## src/rtl/ethernet_l3_l4_header_parser_macros.svh

```systemverilog
// ----------------------------------------------------------------------------
// ethernet_l3_l4_header_parser_macros
// assertion macros for the header parser, empty for synthesis
// ----------------------------------------------------------------------------
`ifndef ETHERNET_L3_L4_HEADER_PARSER_MACROS_SVH
`define ETHERNET_L3_L4_HEADER_PARSER_MACROS_SVH

`ifndef SYNTHESIS

`define EL34HP_ASSERT_SAME(label, clk, rst, ante, cons) \
  label: assert property (@(posedge clk) disable iff (rst) (ante) |-> (cons)) \
    else $error("header parser check failed");

`define EL34HP_ASSERT_NEXT(label, clk, rst, ante, cons) \
  label: assert property (@(posedge clk) disable iff (rst) (ante) |=> (cons)) \
    else $error("header parser check failed");

`else

`define EL34HP_ASSERT_SAME(label, clk, rst, ante, cons)

`define EL34HP_ASSERT_NEXT(label, clk, rst, ante, cons)

`endif

`endif

```

## src/rtl/el34hp_pkg.sv

```systemverilog
// ----------------------------------------------------------------------------
// el34hp_pkg
// shared types and constants of the ethernet l3/l4 header parser
// ----------------------------------------------------------------------------
`default_nettype none

package el34hp_pkg;

  localparam logic [15:0] ETYPE_IP  = 16'h0800;
  localparam logic [15:0] ETYPE_ARP = 16'h0806;

  localparam logic [7:0] PR_ICMP   = 8'd1;
  localparam logic [7:0] PR_TCP    = 8'd6;
  localparam logic [7:0] PR_UDP    = 8'd17;
  localparam logic [7:0] PR_ICMPV6 = 8'd58;

  localparam logic [3:0] IP_VERSION_4 = 4'd4;

  // last byte position a frame must reach to be kept
  localparam logic [5:0] LAST_V4_TU  = 6'd37;
  localparam logic [5:0] LAST_V4_IC  = 6'd33;
  localparam logic [5:0] LAST_V6_TU  = 6'd57;
  localparam logic [5:0] LAST_V6_IC  = 6'd53;
  localparam logic [5:0] LAST_ARP    = 6'd41;

  localparam logic [5:0] OFFSET_V4 = 6'd34;
  localparam logic [5:0] OFFSET_V6 = 6'd54;

  localparam logic [5:0] POS_MAX = 6'd63;

  typedef struct packed {
    logic        accept;
    logic        family_v6;
    logic [15:0] ether_type;
    logic [7:0]  ip_protocol;
    logic [63:0] src_addr_hi;
    logic [63:0] src_addr_lo;
    logic [63:0] dst_addr_hi;
    logic [63:0] dst_addr_lo;
    logic [15:0] src_port;
    logic [15:0] dst_port;
    logic [5:0]  transport_offset;
  } result_t;

  typedef struct packed {
    logic [15:0] etype;
    logic [3:0]  version;
    logic [7:0]  proto;
    logic [63:0] src_hi;
    logic [63:0] src_lo;
    logic [63:0] dst_hi;
    logic [63:0] dst_lo;
    logic [15:0] sport;
    logic [15:0] dport;
  } hdr_t;

endpackage

`default_nettype wire

```

## src/rtl/el34hp_parse.sv

```systemverilog
// ----------------------------------------------------------------------------
// el34hp_parse
// per-frame header capture and the verdict for the frame's last byte
// ----------------------------------------------------------------------------
`default_nettype none

module el34hp_parse (
  input  wire                     clk,
  input  wire                     rst,
  input  wire                     step,
  input  wire  [7:0]              frame_byte,
  input  wire                     frame_end,
  output el34hp_pkg::result_t     res
);

  import el34hp_pkg::*;

  hdr_t       hdr;
  hdr_t       hdr_next;
  logic [5:0] pos;
  logic [5:0] pos_next;

  logic is_ip;
  logic is_arp;
  logic v4;
  logic tu;
  logic ic;
  logic v6;
  logic ok;
  logic [5:0] last_need;

  assign is_ip    = hdr.etype == ETYPE_IP;
  assign is_arp   = hdr.etype == ETYPE_ARP;
  assign v4       = hdr.version == IP_VERSION_4;
  assign pos_next = (pos == POS_MAX) ? pos : pos + 6'd1;

  always_comb begin
    hdr_next = hdr;
    if (pos == 6'd12 || pos == 6'd13) begin
      hdr_next.etype = {hdr.etype[7:0], frame_byte};
    end else if (pos == 6'd14) begin
      hdr_next.version = frame_byte[7:4];
    end else if (is_ip && v4) begin
      if (pos == 6'd23) begin
        hdr_next.proto = frame_byte;
      end else if (pos >= 6'd26 && pos <= 6'd29) begin
        hdr_next.src_lo = {hdr.src_lo[55:0], frame_byte};
      end else if (pos >= 6'd30 && pos <= 6'd33) begin
        hdr_next.dst_lo = {hdr.dst_lo[55:0], frame_byte};
      end else if (pos == 6'd34 || pos == 6'd35) begin
        hdr_next.sport = {hdr.sport[7:0], frame_byte};
      end else if (pos == 6'd36 || pos == 6'd37) begin
        hdr_next.dport = {hdr.dport[7:0], frame_byte};
      end
    end else if (is_ip) begin
      if (pos == 6'd20) begin
        hdr_next.proto = frame_byte;
      end else if (pos >= 6'd22 && pos <= 6'd29) begin
        hdr_next.src_hi = {hdr.src_hi[55:0], frame_byte};
      end else if (pos >= 6'd30 && pos <= 6'd37) begin
        hdr_next.src_lo = {hdr.src_lo[55:0], frame_byte};
      end else if (pos >= 6'd38 && pos <= 6'd45) begin
        hdr_next.dst_hi = {hdr.dst_hi[55:0], frame_byte};
      end else if (pos >= 6'd46 && pos <= 6'd53) begin
        hdr_next.dst_lo = {hdr.dst_lo[55:0], frame_byte};
      end else if (pos == 6'd54 || pos == 6'd55) begin
        hdr_next.sport = {hdr.sport[7:0], frame_byte};
      end else if (pos == 6'd56 || pos == 6'd57) begin
        hdr_next.dport = {hdr.dport[7:0], frame_byte};
      end
    end else if (is_arp) begin
      if (pos >= 6'd28 && pos <= 6'd31) begin
        hdr_next.src_lo = {hdr.src_lo[55:0], frame_byte};
      end else if (pos >= 6'd38 && pos <= 6'd41) begin
        hdr_next.dst_lo = {hdr.dst_lo[55:0], frame_byte};
      end
    end
  end

  // verdict from the header including this byte
  assign tu = hdr_next.proto == PR_TCP || hdr_next.proto == PR_UDP;
  assign ic = hdr_next.proto == PR_ICMP || hdr_next.proto == PR_ICMPV6;
  assign v6 = hdr_next.version != IP_VERSION_4;

  always_comb begin
    if (v6) begin
      last_need = tu ? LAST_V6_TU : LAST_V6_IC;
    end else begin
      last_need = tu ? LAST_V4_TU : LAST_V4_IC;
    end
  end

  always_comb begin
    ok = 1'b0;
    if (hdr_next.etype == ETYPE_IP) begin
      ok = (tu || ic) && pos >= last_need;
    end else if (hdr_next.etype == ETYPE_ARP) begin
      ok = pos >= LAST_ARP;
    end
  end

  always_comb begin
    res            = '0;
    res.ether_type = hdr_next.etype;
    if (ok) begin
      res.accept      = 1'b1;
      res.src_addr_lo = hdr_next.src_lo;
      res.dst_addr_lo = hdr_next.dst_lo;
      if (hdr_next.etype == ETYPE_IP) begin
        res.family_v6        = v6;
        res.ip_protocol      = hdr_next.proto;
        res.transport_offset = v6 ? OFFSET_V6 : OFFSET_V4;
        if (v6) begin
          res.src_addr_hi = hdr_next.src_hi;
          res.dst_addr_hi = hdr_next.dst_hi;
        end
        if (tu) begin
          res.src_port = hdr_next.sport;
          res.dst_port = hdr_next.dport;
        end
      end
    end
  end

  always_ff @(posedge clk) begin
    if (rst) begin
      hdr <= '0;
      pos <= '0;
    end else if (step) begin
      if (frame_end) begin
        hdr <= '0;
        pos <= '0;
      end else begin
        hdr <= hdr_next;
        pos <= pos_next;
      end
    end
  end

endmodule

`default_nettype wire

```

## src/rtl/ethernet_l3_l4_header_parser.sv

```systemverilog
// ----------------------------------------------------------------------------
// ethernet_l3_l4_header_parser
// parses ethernet, ipv4/ipv6/arp and tcp/udp headers from a byte stream
// ----------------------------------------------------------------------------
// Frames enter one byte per item on the slave side, tlast on the final byte,
// and one byte is taken every cycle but for the stall below. For each frame,
// one result item leaves on the master side: the last byte waits in the
// input register, then the header capture and verdict logic loads the output
// register. Bytes keep flowing while a result waits; only a frame's last byte
// stalls, and only while the previous result has not been taken.
`default_nettype none

module ethernet_l3_l4_header_parser (
  input  wire          clk,
  input  wire          rst,
  input  wire          s_axis_tvalid,
  output logic         s_axis_tready,
  input  wire  [7:0]   s_axis_tdata,  // frame_byte
  input  wire          s_axis_tlast,  // frame_end
  output logic         m_axis_tvalid,
  input  wire          m_axis_tready,
  // ether_type, ip_protocol, src_addr_hi, src_addr_lo, dst_addr_hi,
  // dst_addr_lo, src_port, dst_port, transport_offset, 2 zero bits
  output logic [319:0] m_axis_tdata,
  output logic [1:0]   m_axis_tuser   // accept, family_v6
);

  import el34hp_pkg::*;

  `include "ethernet_l3_l4_header_parser_macros.svh"

  logic       in_valid;
  logic [7:0] in_byte;
  logic       in_end;
  logic       move;
  logic       load;
  result_t    res;
  result_t    out_res;
  logic       out_valid;

  assign move          = in_valid && (!in_end || !out_valid || m_axis_tready);
  assign load          = move && in_end;
  assign s_axis_tready = !in_valid || move;

  always_ff @(posedge clk) begin
    if (rst) begin
      in_valid <= 1'b0;
    end else if (s_axis_tready) begin
      in_valid <= s_axis_tvalid;
    end
  end

  always_ff @(posedge clk) begin
    if (s_axis_tready) begin
      in_byte <= s_axis_tdata;
      in_end  <= s_axis_tlast;
    end
  end

  el34hp_parse u_parse (
    .clk        (clk),
    .rst        (rst),
    .step       (move),
    .frame_byte (in_byte),
    .frame_end  (in_end),
    .res        (res)
  );

  always_ff @(posedge clk) begin
    if (rst) begin
      out_valid <= 1'b0;
    end else if (load) begin
      out_valid <= 1'b1;
    end else if (m_axis_tready) begin
      out_valid <= 1'b0;
    end
  end

  always_ff @(posedge clk) begin
    if (load) begin
      out_res <= res;
    end
  end

  assign m_axis_tvalid = out_valid;
  assign m_axis_tuser  = {out_res.family_v6, out_res.accept};
  assign m_axis_tdata  = {2'b00,
                          out_res.transport_offset,
                          out_res.dst_port,
                          out_res.src_port,
                          out_res.dst_addr_lo,
                          out_res.dst_addr_hi,
                          out_res.src_addr_lo,
                          out_res.src_addr_hi,
                          out_res.ip_protocol,
                          out_res.ether_type};

  `EL34HP_ASSERT_SAME(a_v6_offset, clk, rst,
    out_valid && out_res.accept && out_res.family_v6,
    out_res.transport_offset == OFFSET_V6)

  `EL34HP_ASSERT_SAME(a_drop_clean, clk, rst,
    out_valid && !out_res.accept,
    out_res.transport_offset == 6'd0 && out_res.src_port == 16'd0 && !out_res.family_v6)

  `EL34HP_ASSERT_NEXT(a_taken_clears, clk, rst,
    out_valid && m_axis_tready && !load,
    !out_valid)

  `EL34HP_ASSERT_SAME(a_end_stall, clk, rst,
    in_valid && in_end && out_valid && !m_axis_tready,
    !s_axis_tready)

endmodule

`default_nettype wire

```

## config.mk

```make
export PLATFORM = sky130hd
export DESIGN_NAME = ethernet_l3_l4_header_parser
export DESIGN_NICKNAME = d
export VERILOG_FILES = /design/src/rtl/el34hp_pkg.sv /design/src/rtl/el34hp_parse.sv /design/src/rtl/ethernet_l3_l4_header_parser.sv
export VERILOG_INCLUDE_DIRS = /design/src /design/src/rtl
export SDC_FILE = /design/constraint.sdc
export NUM_CORES = 1
export LEC_CHECK = 0
export BUFFER_PORTS_ARGS = -buffer_cell sky130_fd_sc_hd__clkbuf_2
export CORE_UTILIZATION = 58
export CTS_CLUSTER_SIZE = 12
export DETAILED_ROUTE_END_ITERATION = 10
export PLACE_DENSITY = 0.92
export SETUP_SLACK_MARGIN = 0.3
export SYNTH_ARGS = -nofsm -noshare
export SYNTH_HDL_FRONTEND = slang
export SYNTH_SLANG_ARGS = --single-unit
```

## constraint.sdc

```tcl
create_clock -name clk -period 10.99 [get_ports clk]
set_clock_uncertainty 0.15 [all_clocks]
set_input_delay 2.198 -clock clk [delete_from_list [all_inputs] [get_ports clk]]
set_output_delay 2.198 -clock clk [all_outputs]
set_load 0.05 [all_outputs]
```

---- Yosys cells after proc, flatten, opt, wreduce, memory -nomap -nowiden ----
Index checks and enable logic that the tools add are counted.
word-level totals
  input port bits ......................... 13
  word-level logic and storage cells ...... 152
  register bits after elaboration ......... 653
operators by class
  reduce and logical (&&, ||, !) cells .... 31
  muxes and demuxes ....................... 55
  order comparisons ....................... 15
  $add $sub $neg .......................... 1
  equal/unequal tests ..................... 25
operators by type and width
  operator                                                                 number
  64-bit two-way mux                                                       18
  96-bit two-way mux                                                       4
  316-bit two-way mux                                                      1
  300-bit two-way mux                                                      1
  296-bit two-way mux                                                      1
  288-bit two-way mux                                                      1
  224-bit two-way mux                                                      1
  160-bit two-way mux                                                      1
  16-bit two-way mux                                                       7
  32-bit two-way mux                                                       3
  72-bit two-way mux                                                       1
  16-bit by 12-bit equality test with 1-bit output, second input constant  4
  6-bit equality test, second input constant                               9
  6-bit <= comparator, second input constant                               5
  6-bit by 5-bit >= comparator with 1-bit output, second input constant    4
  8-bit two-way mux                                                        3
  6-bit by 4-bit equality test with 1-bit output, second input constant    3
  6-bit >= comparator, second input constant                               3
  6-bit two-way mux                                                        3
  6-bit by 5-bit equality test with 1-bit output, second input constant    2
  6-bit by 5-bit <= comparator with 1-bit output, second input constant    2
  1-bit logical AND                                                        12
  1-bit logical OR                                                         11
  8-bit by 1-bit equality test with 1-bit output, second input constant    1
  17 further kinds                                                         26

---- Longest topological paths before layout ----
Gate-level depths: netlist (run 1).
  depth after elaboration ................. 21
  depth in mapped cells ................... 18
  gate-level depth less buffers ........... 15

---- By module ----
Synthesis (run 1) repeated with hierarchy kept, for this count alone.
unflattened totals
  cell total of the unflattened synthesis .. 2,415
  area, all modules ....................... 25,988.7 um^2
by module, submodules not included
  module                        instances  cells an instance  area each (um^2)
  el34hp_parse                  1          2,072              15,981.6
  ethernet_l3_l4_header_parser  1          343                10,007.1

---- Worst setup path before layout (run 1) ----
No wires, ideal clock.
  kind .................................... input-to-reg
  start point ............................. in m_axis_tready
  end point ............................... reg out_res, in the netlist m_axis_tdata[0], enable pin
  stages on the path ...................... 6
  arrival time ............................ 9.146 ns
  data required time ...................... 10.175 ns
  setup slack ............................. 1.029 ns
  cells stage by stage .................... nand3b_1 and2_1 clkbuf_1 clkbuf_1 nand2_1 inv_1
on the way
  longest elaborated chain between the ends .. 3
RTL lines
  what                  RTL line                            RTL
  from (decl)           ethernet_l3_l4_header_parser.sv:21  input wire m_axis_tready,
  1-bit logical OR      ethernet_l3_l4_header_parser.sv:41  assign move = in_valid && (!in_end || !out_valid || m_axis_tready);
  1-bit logical AND     ethernet_l3_l4_header_parser.sv:41
  1-bit logical AND     ethernet_l3_l4_header_parser.sv:42  assign load = move && in_end;
  via load              ethernet_l3_l4_header_parser.sv:36  logic load;
  to (signal assigned)  ethernet_l3_l4_header_parser.sv:81  out_res <= res;
  to (decl)             ethernet_l3_l4_header_parser.sv:38  result_t out_res;
The timed path passes the listed nets, and every way through them passes these cells.
A chain may end at the register's enable or synchronous reset.

---- Final worst setup path (run 1) ----
  start point ............................. reg u_parse.pos[2]
  end point ............................... reg out_res, in the netlist m_axis_tdata[225], data pin
on the way
  elaborated cells on any way between the ends .. 66
  classes of those cells .................. order compare: 15; eq/ne: 12; mux: 26; reduce/logical: 13
RTL lines
  what                                                               RTL line                                RTL
  from (decl)                                                        el34hp_parse.sv:20                      logic [5:0] pos;
  from (signal assigned)                                             el34hp_parse.sv:135                     pos <= pos_next;
  6-bit by 4-bit equality test with 1-bit output (on tied branches)  el34hp_parse.sv:41, el34hp_parse.sv:39
  4-bit two-way mux or 1-bit logical OR (tied branches)              el34hp_parse.sv:41, el34hp_parse.sv:39
  300-bit two-way mux *                                              el34hp_parse.sv:39                      if (pos == 6'd12 || pos == 6'd13) begin
  4-bit by 3-bit inequality test with 1-bit output *                 el34hp_parse.sv:83                      assign v6 = hdr_next.version != IP_VERSION_4;
  via u_parse.v6                                                     el34hp_parse.sv:28                      logic v6;
  6-bit two-way mux *                                                el34hp_parse.sv:86                      if (v6) begin
  6-bit >= comparator *                                              el34hp_parse.sv:96                      ok = (tu || ic) && pos >= last_need;
  1-bit logical AND *                                                el34hp_parse.sv:96
  1-bit two-way mux *                                                el34hp_parse.sv:95                      if (hdr_next.etype == ETYPE_IP) begin
The timed path passes the listed nets; every way through them passes the cells marked *.

==> flow_metrics.tcl, run 1 <==
set metrics [dict create \
    final_common_cell "nand2_1" \
    io_buffer_count 332 \
    ys_warn_count 0 \
    cts_inserted_buffers 66 \
    critPathRequiredTime_ns 11.12 \
    synth_ff_type "edfxtp_1" \
    clk_pin_slew_ns 0.06 \
    place_congestion 0.9451 \
    core.rowCount 76 \
    topRoutingLayerUsed "met4" \
    drv_cap 0 \
    postCtsSetupRepairBufs 0 \
    multi_input_area_um2 8768 \
    boundaryPins 337 \
    htreeDepth 3 \
    routedLengthMet1_mm 28.33 \
    cts-resized-gates 0 \
    setup_ws_ns 5.288 \
    cts_sinks 648 \
    dieArea_um2 45230 \
    cp_max_fo 87 \
    async_flop_share_pct 0 \
    hold_path.class "register to register" \
    ys_seq_area_share_pct 62.99 \
    critPathKind "register to register" \
    leakage_nw 10.60 \
    synthCells 2390 \
    drv_slew 0 \
    dr_wl_met3_mm 5.264 \
    synth_edf_count 324 \
    yosysTopAreaCell "edfxtp_1" \
    finalPower_w 0.004812 \
    area.sequential_um2 16220 \
    fin_crit_sh_pct 51.88 \
    drc_errors 0 \
    worstSetupEndpointType "register" \
    ctsHoldBuffers 0 \
    worstMarginPinSlew_ns 1.222 \
    setup_tns_ns 0 \
    grt_overflow 0 \
    tritoncts "done" \
    place_hpwl_mm 41.43 \
    ys_ff_latch 648 \
    hold_violations 0 \
    max_freq_ghz 0.1754 \
    num_vias 20070 \
    fill_cells 3081 \
    crit_arrival_ns 5.83 \
    via_per_inst 6.151 \
    num_antenna_cells 0 \
    rsz0062_at_grt "false" \
    period_needed_ns 5.702 \
    synth.avg_cell_area_um2 10.77 \
    synth_area_leaders "edfxtp_1 (38%), dfxtp_1 (25%), a22o_1 (8.1%), nand2_1 (7.8%), a21oi_1 (5.7%)" \
    grt.total_usage_pct 28.92 \
    status "finished clean" \
    clk_path_buf_depth 3 \
    start_util_pct 59.24 \
    ir_drop_v 0.0001155 \
    antenna_found_initial 0 \
    wire_per_inst_um 20.63 \
    drtAntennaViolNets 0 \
    die_w_um 212.7 \
    grt_pass1_wl_mm 102.3 \
    final_cell_mix "nand2_1 (532), clkbuf_2 (331), edfxtp_1 (324), dfxtp_1 (324), a21oi_1 (290)" \
    powerDensity_nw_per_um2 161.7 \
    wirelength_mm 67.29 \
    dr.pass1.iters 6 \
    ys_types 68 \
    die_h_um 212.7 \
    final_cell_count_no_fill 3262 \
    synth_top_area_share_pct 37.79 \
    cp-start-kind "register" \
    syn_to_final_growth_pct 15.58 \
    grt_pass1_vias 18520 \
    clock_latency_ns 0.58 \
    final_nets 2648 \
    fp.coreArea_um2 43460 \
    finalSetupViolCount 0 \
    grt_max_degree 185 \
    wl_met2_mm 31.40 \
    drive_gt1_share_pct 18.38 \
    place_inst 3143 \
    dp_slack_ns 5.273 \
    max-slew-margin-rel_pct 18.53 \
    syn_area_um2 25740 \
    root_buffer "clkbuf_16" \
    drtIter0Drc 2389 \
]
layer usage:
layer / vias to the layer above / global-route usage (%)
met3: 153 / 4.795
met5: - / 0
met4: 0 / 12.92
met2: 1031 / 44.02
li1: 9116 / -
met1: 9766 / 40.83
report_power, final:
| part | internal [W] | switching, W |
|---|---|---|
| Sequential | 0.00254 | 0.0000123 |
| Clock | 0.00126 | 0.000892 |
| Combinational | 0.0000168 | 0.0000983 |
cell usage after synthesis, types with 12 or more instances:
cell type / instances
a21oi_1: 293
a22o_1: 239
a22oi_1: 27
buf_2: 25
clkbuf_1: 156
dfxtp_1: 324
edfxtp_1: 324
inv_1: 28
mux2_2: 19
mux2i_1: 35
nand2_1: 532
nand2b_1: 24
nand3_1: 59
nor2_1: 88
nor2b_1: 12
nor3_1: 13
o21ai_0: 19
o32ai_1: 17
worst paths after layout:
path / start / end / slack (ns) / cells past startpoint
worst min-delay path: u_parse.hdr[11]$_SDFFE_PP0P_ / u_parse.hdr[11]$_SDFFE_PP0P_ / 0.33 / 2
worst max-delay path: u_parse.pos[2]$_SDFFE_PP0P_ / m_axis_tdata[225]$_SDFFCE_PN0P_ / 5.29 / 14
worst max register to register: u_parse.pos[2]$_SDFFE_PP0P_ / m_axis_tdata[225]$_SDFFCE_PN0P_ / 5.29 / 14
worst min register to register: u_parse.hdr[11]$_SDFFE_PP0P_ / u_parse.hdr[11]$_SDFFE_PP0P_ / 0.33 / 2
cells by family after synthesis:
kind of cell,after synthesis,synth area share [%]
and+or+nand+nor,803,13.53
adders and majority gates,9,0.4374
xor gates and xnor gates,2,0.06806
other,1,0.01457
DFF,648,62.99
AOI/OAI and AO/OA,650,17.29
buffers and inverters,223,3.475
muxes,54,2.192
metrics by stage:
stage               area, um2  hold slack, ns  util [%]
floorplan               25760          0.2925         -
global placement        27700          0.3107     63.74
detailed placement      27700          0.3138     63.74
CTS                     29750          0.3239     68.47
global route            29750          0.3409     68.47
finish                  29750          0.3263     68.47
flip-flops by register name, summed over array words and instances, names as in the netlist:
signal         flops
in_byte            8
m_axis_tuser       1
u_parse.hdr      316
m_axis_tdata     314
m_axis_tvalid      1
in_valid           1
u_parse.pos        6
in_end             1
area by class of cell:
cell class	instances	area share [%]
timing repair buffer	358	6.291
clock inverter	4	0.1724
tap	585	2.460
multi-input combinational	1524	29.47
inverter	28	0.3785
clock buffer	115	6.728
sequential	648	54.50
critical path: stages (launching register included):
cell and delay, ns:
dfxtp_1 0.74, nor4bb_1 0.81, and3_1 0.33, nand2_1 0.06, o21ai_0 0.11, inv_1 0.14, ha_1 0.30, inv_1 0.04
ha_1 0.26, a21oi_1 0.11, o21ai_0 0.09, and4bb_2 0.29, a21oi_4 0.91, buf_4 0.88, a21oi_1 0.11
(Power assumes the default switching activity.)
==> run 2, diff against run 1 <==
clock period = 5.98 ns   (was 10.99 ns; I/O delays follow)
==> flow_metrics.tcl, run 2 (synthesized netlist as in run 1, its figures left out) <==
set metrics [dict create \
    status "finished clean" \
    p_int_w 0.007141 \
    cp-start-kind "register" \
    fin_crit_sh_pct 80.45 \
    leakage_nw 10.74 \
    grt_pass1_wl_mm 105.6 \
    drtAntennaViolNets 0 \
    start_util_pct 59.24 \
    hold_ws_ns 0.3265 \
    fill_cells 3049 \
    core.rowCount 76 \
    setup_ws_ns 1.169 \
    die_h_um 212.7 \
    power_frac_comb_pct 2.4 \
    wire_per_inst_um 21.04 \
    dpl-instance-area_um2 27820 \
    cts-resized-gates 0 \
    grt_pass1_vias 19240 \
    period_needed_ns 4.811 \
    syn_to_final_growth_pct 16.58 \
    final_nets 2658 \
    p_switching_w 0.001929 \
    die_w_um 212.7 \
    fin_area_um2 30010 \
    place_hpwl_mm 42.30 \
    top_register "u_parse.hdr" \
    setup_tns_ns 0 \
    htreeDepth 3 \
    boundaryPins 337 \
    cp_slowest_cell "edfxtp_1" \
    path_cells "or4b_2 > nor4_1 > a31oi_1 > mux2i_1 > ha_1 > inv_1 > ha_1 > a21oi_1 > o21ai_0 > and4bb_2 > nand3_4 > buf_12 > a21oi_1" \
    drtIter0Drc 2594 \
    hold_violations 0 \
    cp_top_family "simple AND/OR/NAND/NOR gates" \
    via_per_inst 6.212 \
    drc_errors 0 \
    final_cell_count_no_fill 3274 \
    dp_slack_ns 1.240 \
    worstMarginPinSlew_ns 1.363 \
    dr.pass1.iters 6 \
    wirelength_mm 68.87 \
    tritoncts "done" \
    max_freq_ghz 0.2079 \
    place_inst 3151 \
    rsz0062_at_grt "false" \
    cpPeakStageDelay_ns 0.85 \
    drive_gt1_share_pct 19.11 \
    clock_latency_ns 0.60 \
    place_congestion 0.8719 \
    root_buffer "clkbuf_16" \
    num_vias 20340 \
    max-slew-margin-rel_pct 8.913 \
    powerDensity_nw_per_um2 302.2 \
    finalSetupViolCount 0 \
    fp.coreArea_um2 43460 \
    drv_slew 0 \
    critPathBufInv 2 \
    critPathRequiredTime_ns 6.25 \
    grt.total_usage_pct 29.68 \
    final_cell_mix "nand2_1 (531), clkbuf_2 (331), edfxtp_1 (324), dfxtp_1 (324), a21oi_1 (290)" \
    ir_drop_v 0.0002644 \
    drv_cap 0 \
    num_antenna_cells 0 \
    cts_sinks 648 \
    final_common_cell "nand2_1" \
    clkPwrFrac_pct 45.9 \
    largest_reg_flops 316 \
    antenna_found_initial 0 \
    clk_path_buf_depth 3 \
    p_sw_share_pct 21.26 \
    dieArea_um2 45230 \
    grt_overflow 0 \
    cp_max_fo 65 \
    grt_max_degree 74 \
    postCtsSetupRepairBufs 0 \
    p_seq_share_pct 51.6 \
    ctsHoldBuffers 0 \
    critPathKind "register to register" \
    clk_pin_slew_ns 0.06 \
    cts_inserted_buffers 68 \
    io_buffer_count 332 \
    crit_arrival_ns 5.09 \
    worstSetupEndpointType "register" \
    hold_path.class "register to register" \
]
[run 2: cell count changes in the layout (fill, tap and decap cells not counted), moves of 4 or more]
cell	before	now
clkbuf_1	38	29
clkbuf_8	6	13
buf_4	26	30
inv_6	1	5
buf_12	1	5
[run 2: worst paths after layout]
kind	startpoint	end	slack, ns	cells after the start
setup / recovery	in_byte[1]$_DFFE_PP_	m_axis_tdata[83]$_SDFFCE_PN0P_	1.17	13
hold reg to reg	u_parse.hdr[12]$_SDFFE_PP0P_	u_parse.hdr[12]$_SDFFE_PP0P_	0.33	2
hold / removal	u_parse.hdr[12]$_SDFFE_PP0P_	u_parse.hdr[12]$_SDFFE_PP0P_	0.33	2
setup reg to reg	in_byte[1]$_DFFE_PP_	m_axis_tdata[83]$_SDFFCE_PN0P_	1.17	13
[run 2: cell type report]
cell class / instances / area (um2) / share of cell area [%]
clock inverters: 10 / 128.9 / 0.4294
inverters: 28 / 108.9 / 0.3627
repair buffers: 366 / 1982 / 6.604
well taps: 585 / 732.0 / 2.439
clock buffers: 113 / 2064 / 6.879
flip-flops and latches: 648 / 16220 / 54.03
multi-input cells: 1524 / 8781 / 29.26
[run 2: worst register-to-register path, cell delays in order (launching register included)]
cell and delay, ns:
edfxtp_1 0.85, or4b_2 0.82, nor4_1 0.20, a31oi_1 0.09, mux2i_1 0.24, ha_1 0.16
inv_1 0.04, ha_1 0.26, a21oi_1 0.06, o21ai_0 0.15, and4bb_2 0.34, nand3_4 0.57
buf_12 0.51, a21oi_1 0.21
[run 2: power groups by stage]
stage          logic (W)  registers, W  clock network [W]
2_1_floorplan   0.000113       0.00482                  0
3_3_place_gp    0.000212       0.00478                  0
3_5_place_dp    0.000217       0.00478                  0
4_1_cts         0.000217       0.00468            0.00419
5_1_grt         0.000230       0.00468            0.00435
6_report        0.000219       0.00468            0.00417
[run 2: per-layer routing]
metal  part of all wire, %  global-route usage (%)  up-vias
li1                      -                       -     9105
met1                    41                   41.24     9983
met4                   3.4                   12.23        0
met5                     0                       0        -
met2                    48                   46.43     1073
met3                   7.4                   4.868      178
[run 2: stage by stage]
stage | util (%) | power [W]
after floorplan | - | 0.004935
after global placement | 64.02 | 0.004990
after detailed placement | 64.02 | 0.004995
after CTS | 69.06 | 0.009091
after global routing | 69.06 | 0.009266
final | 69.06 | 0.009070
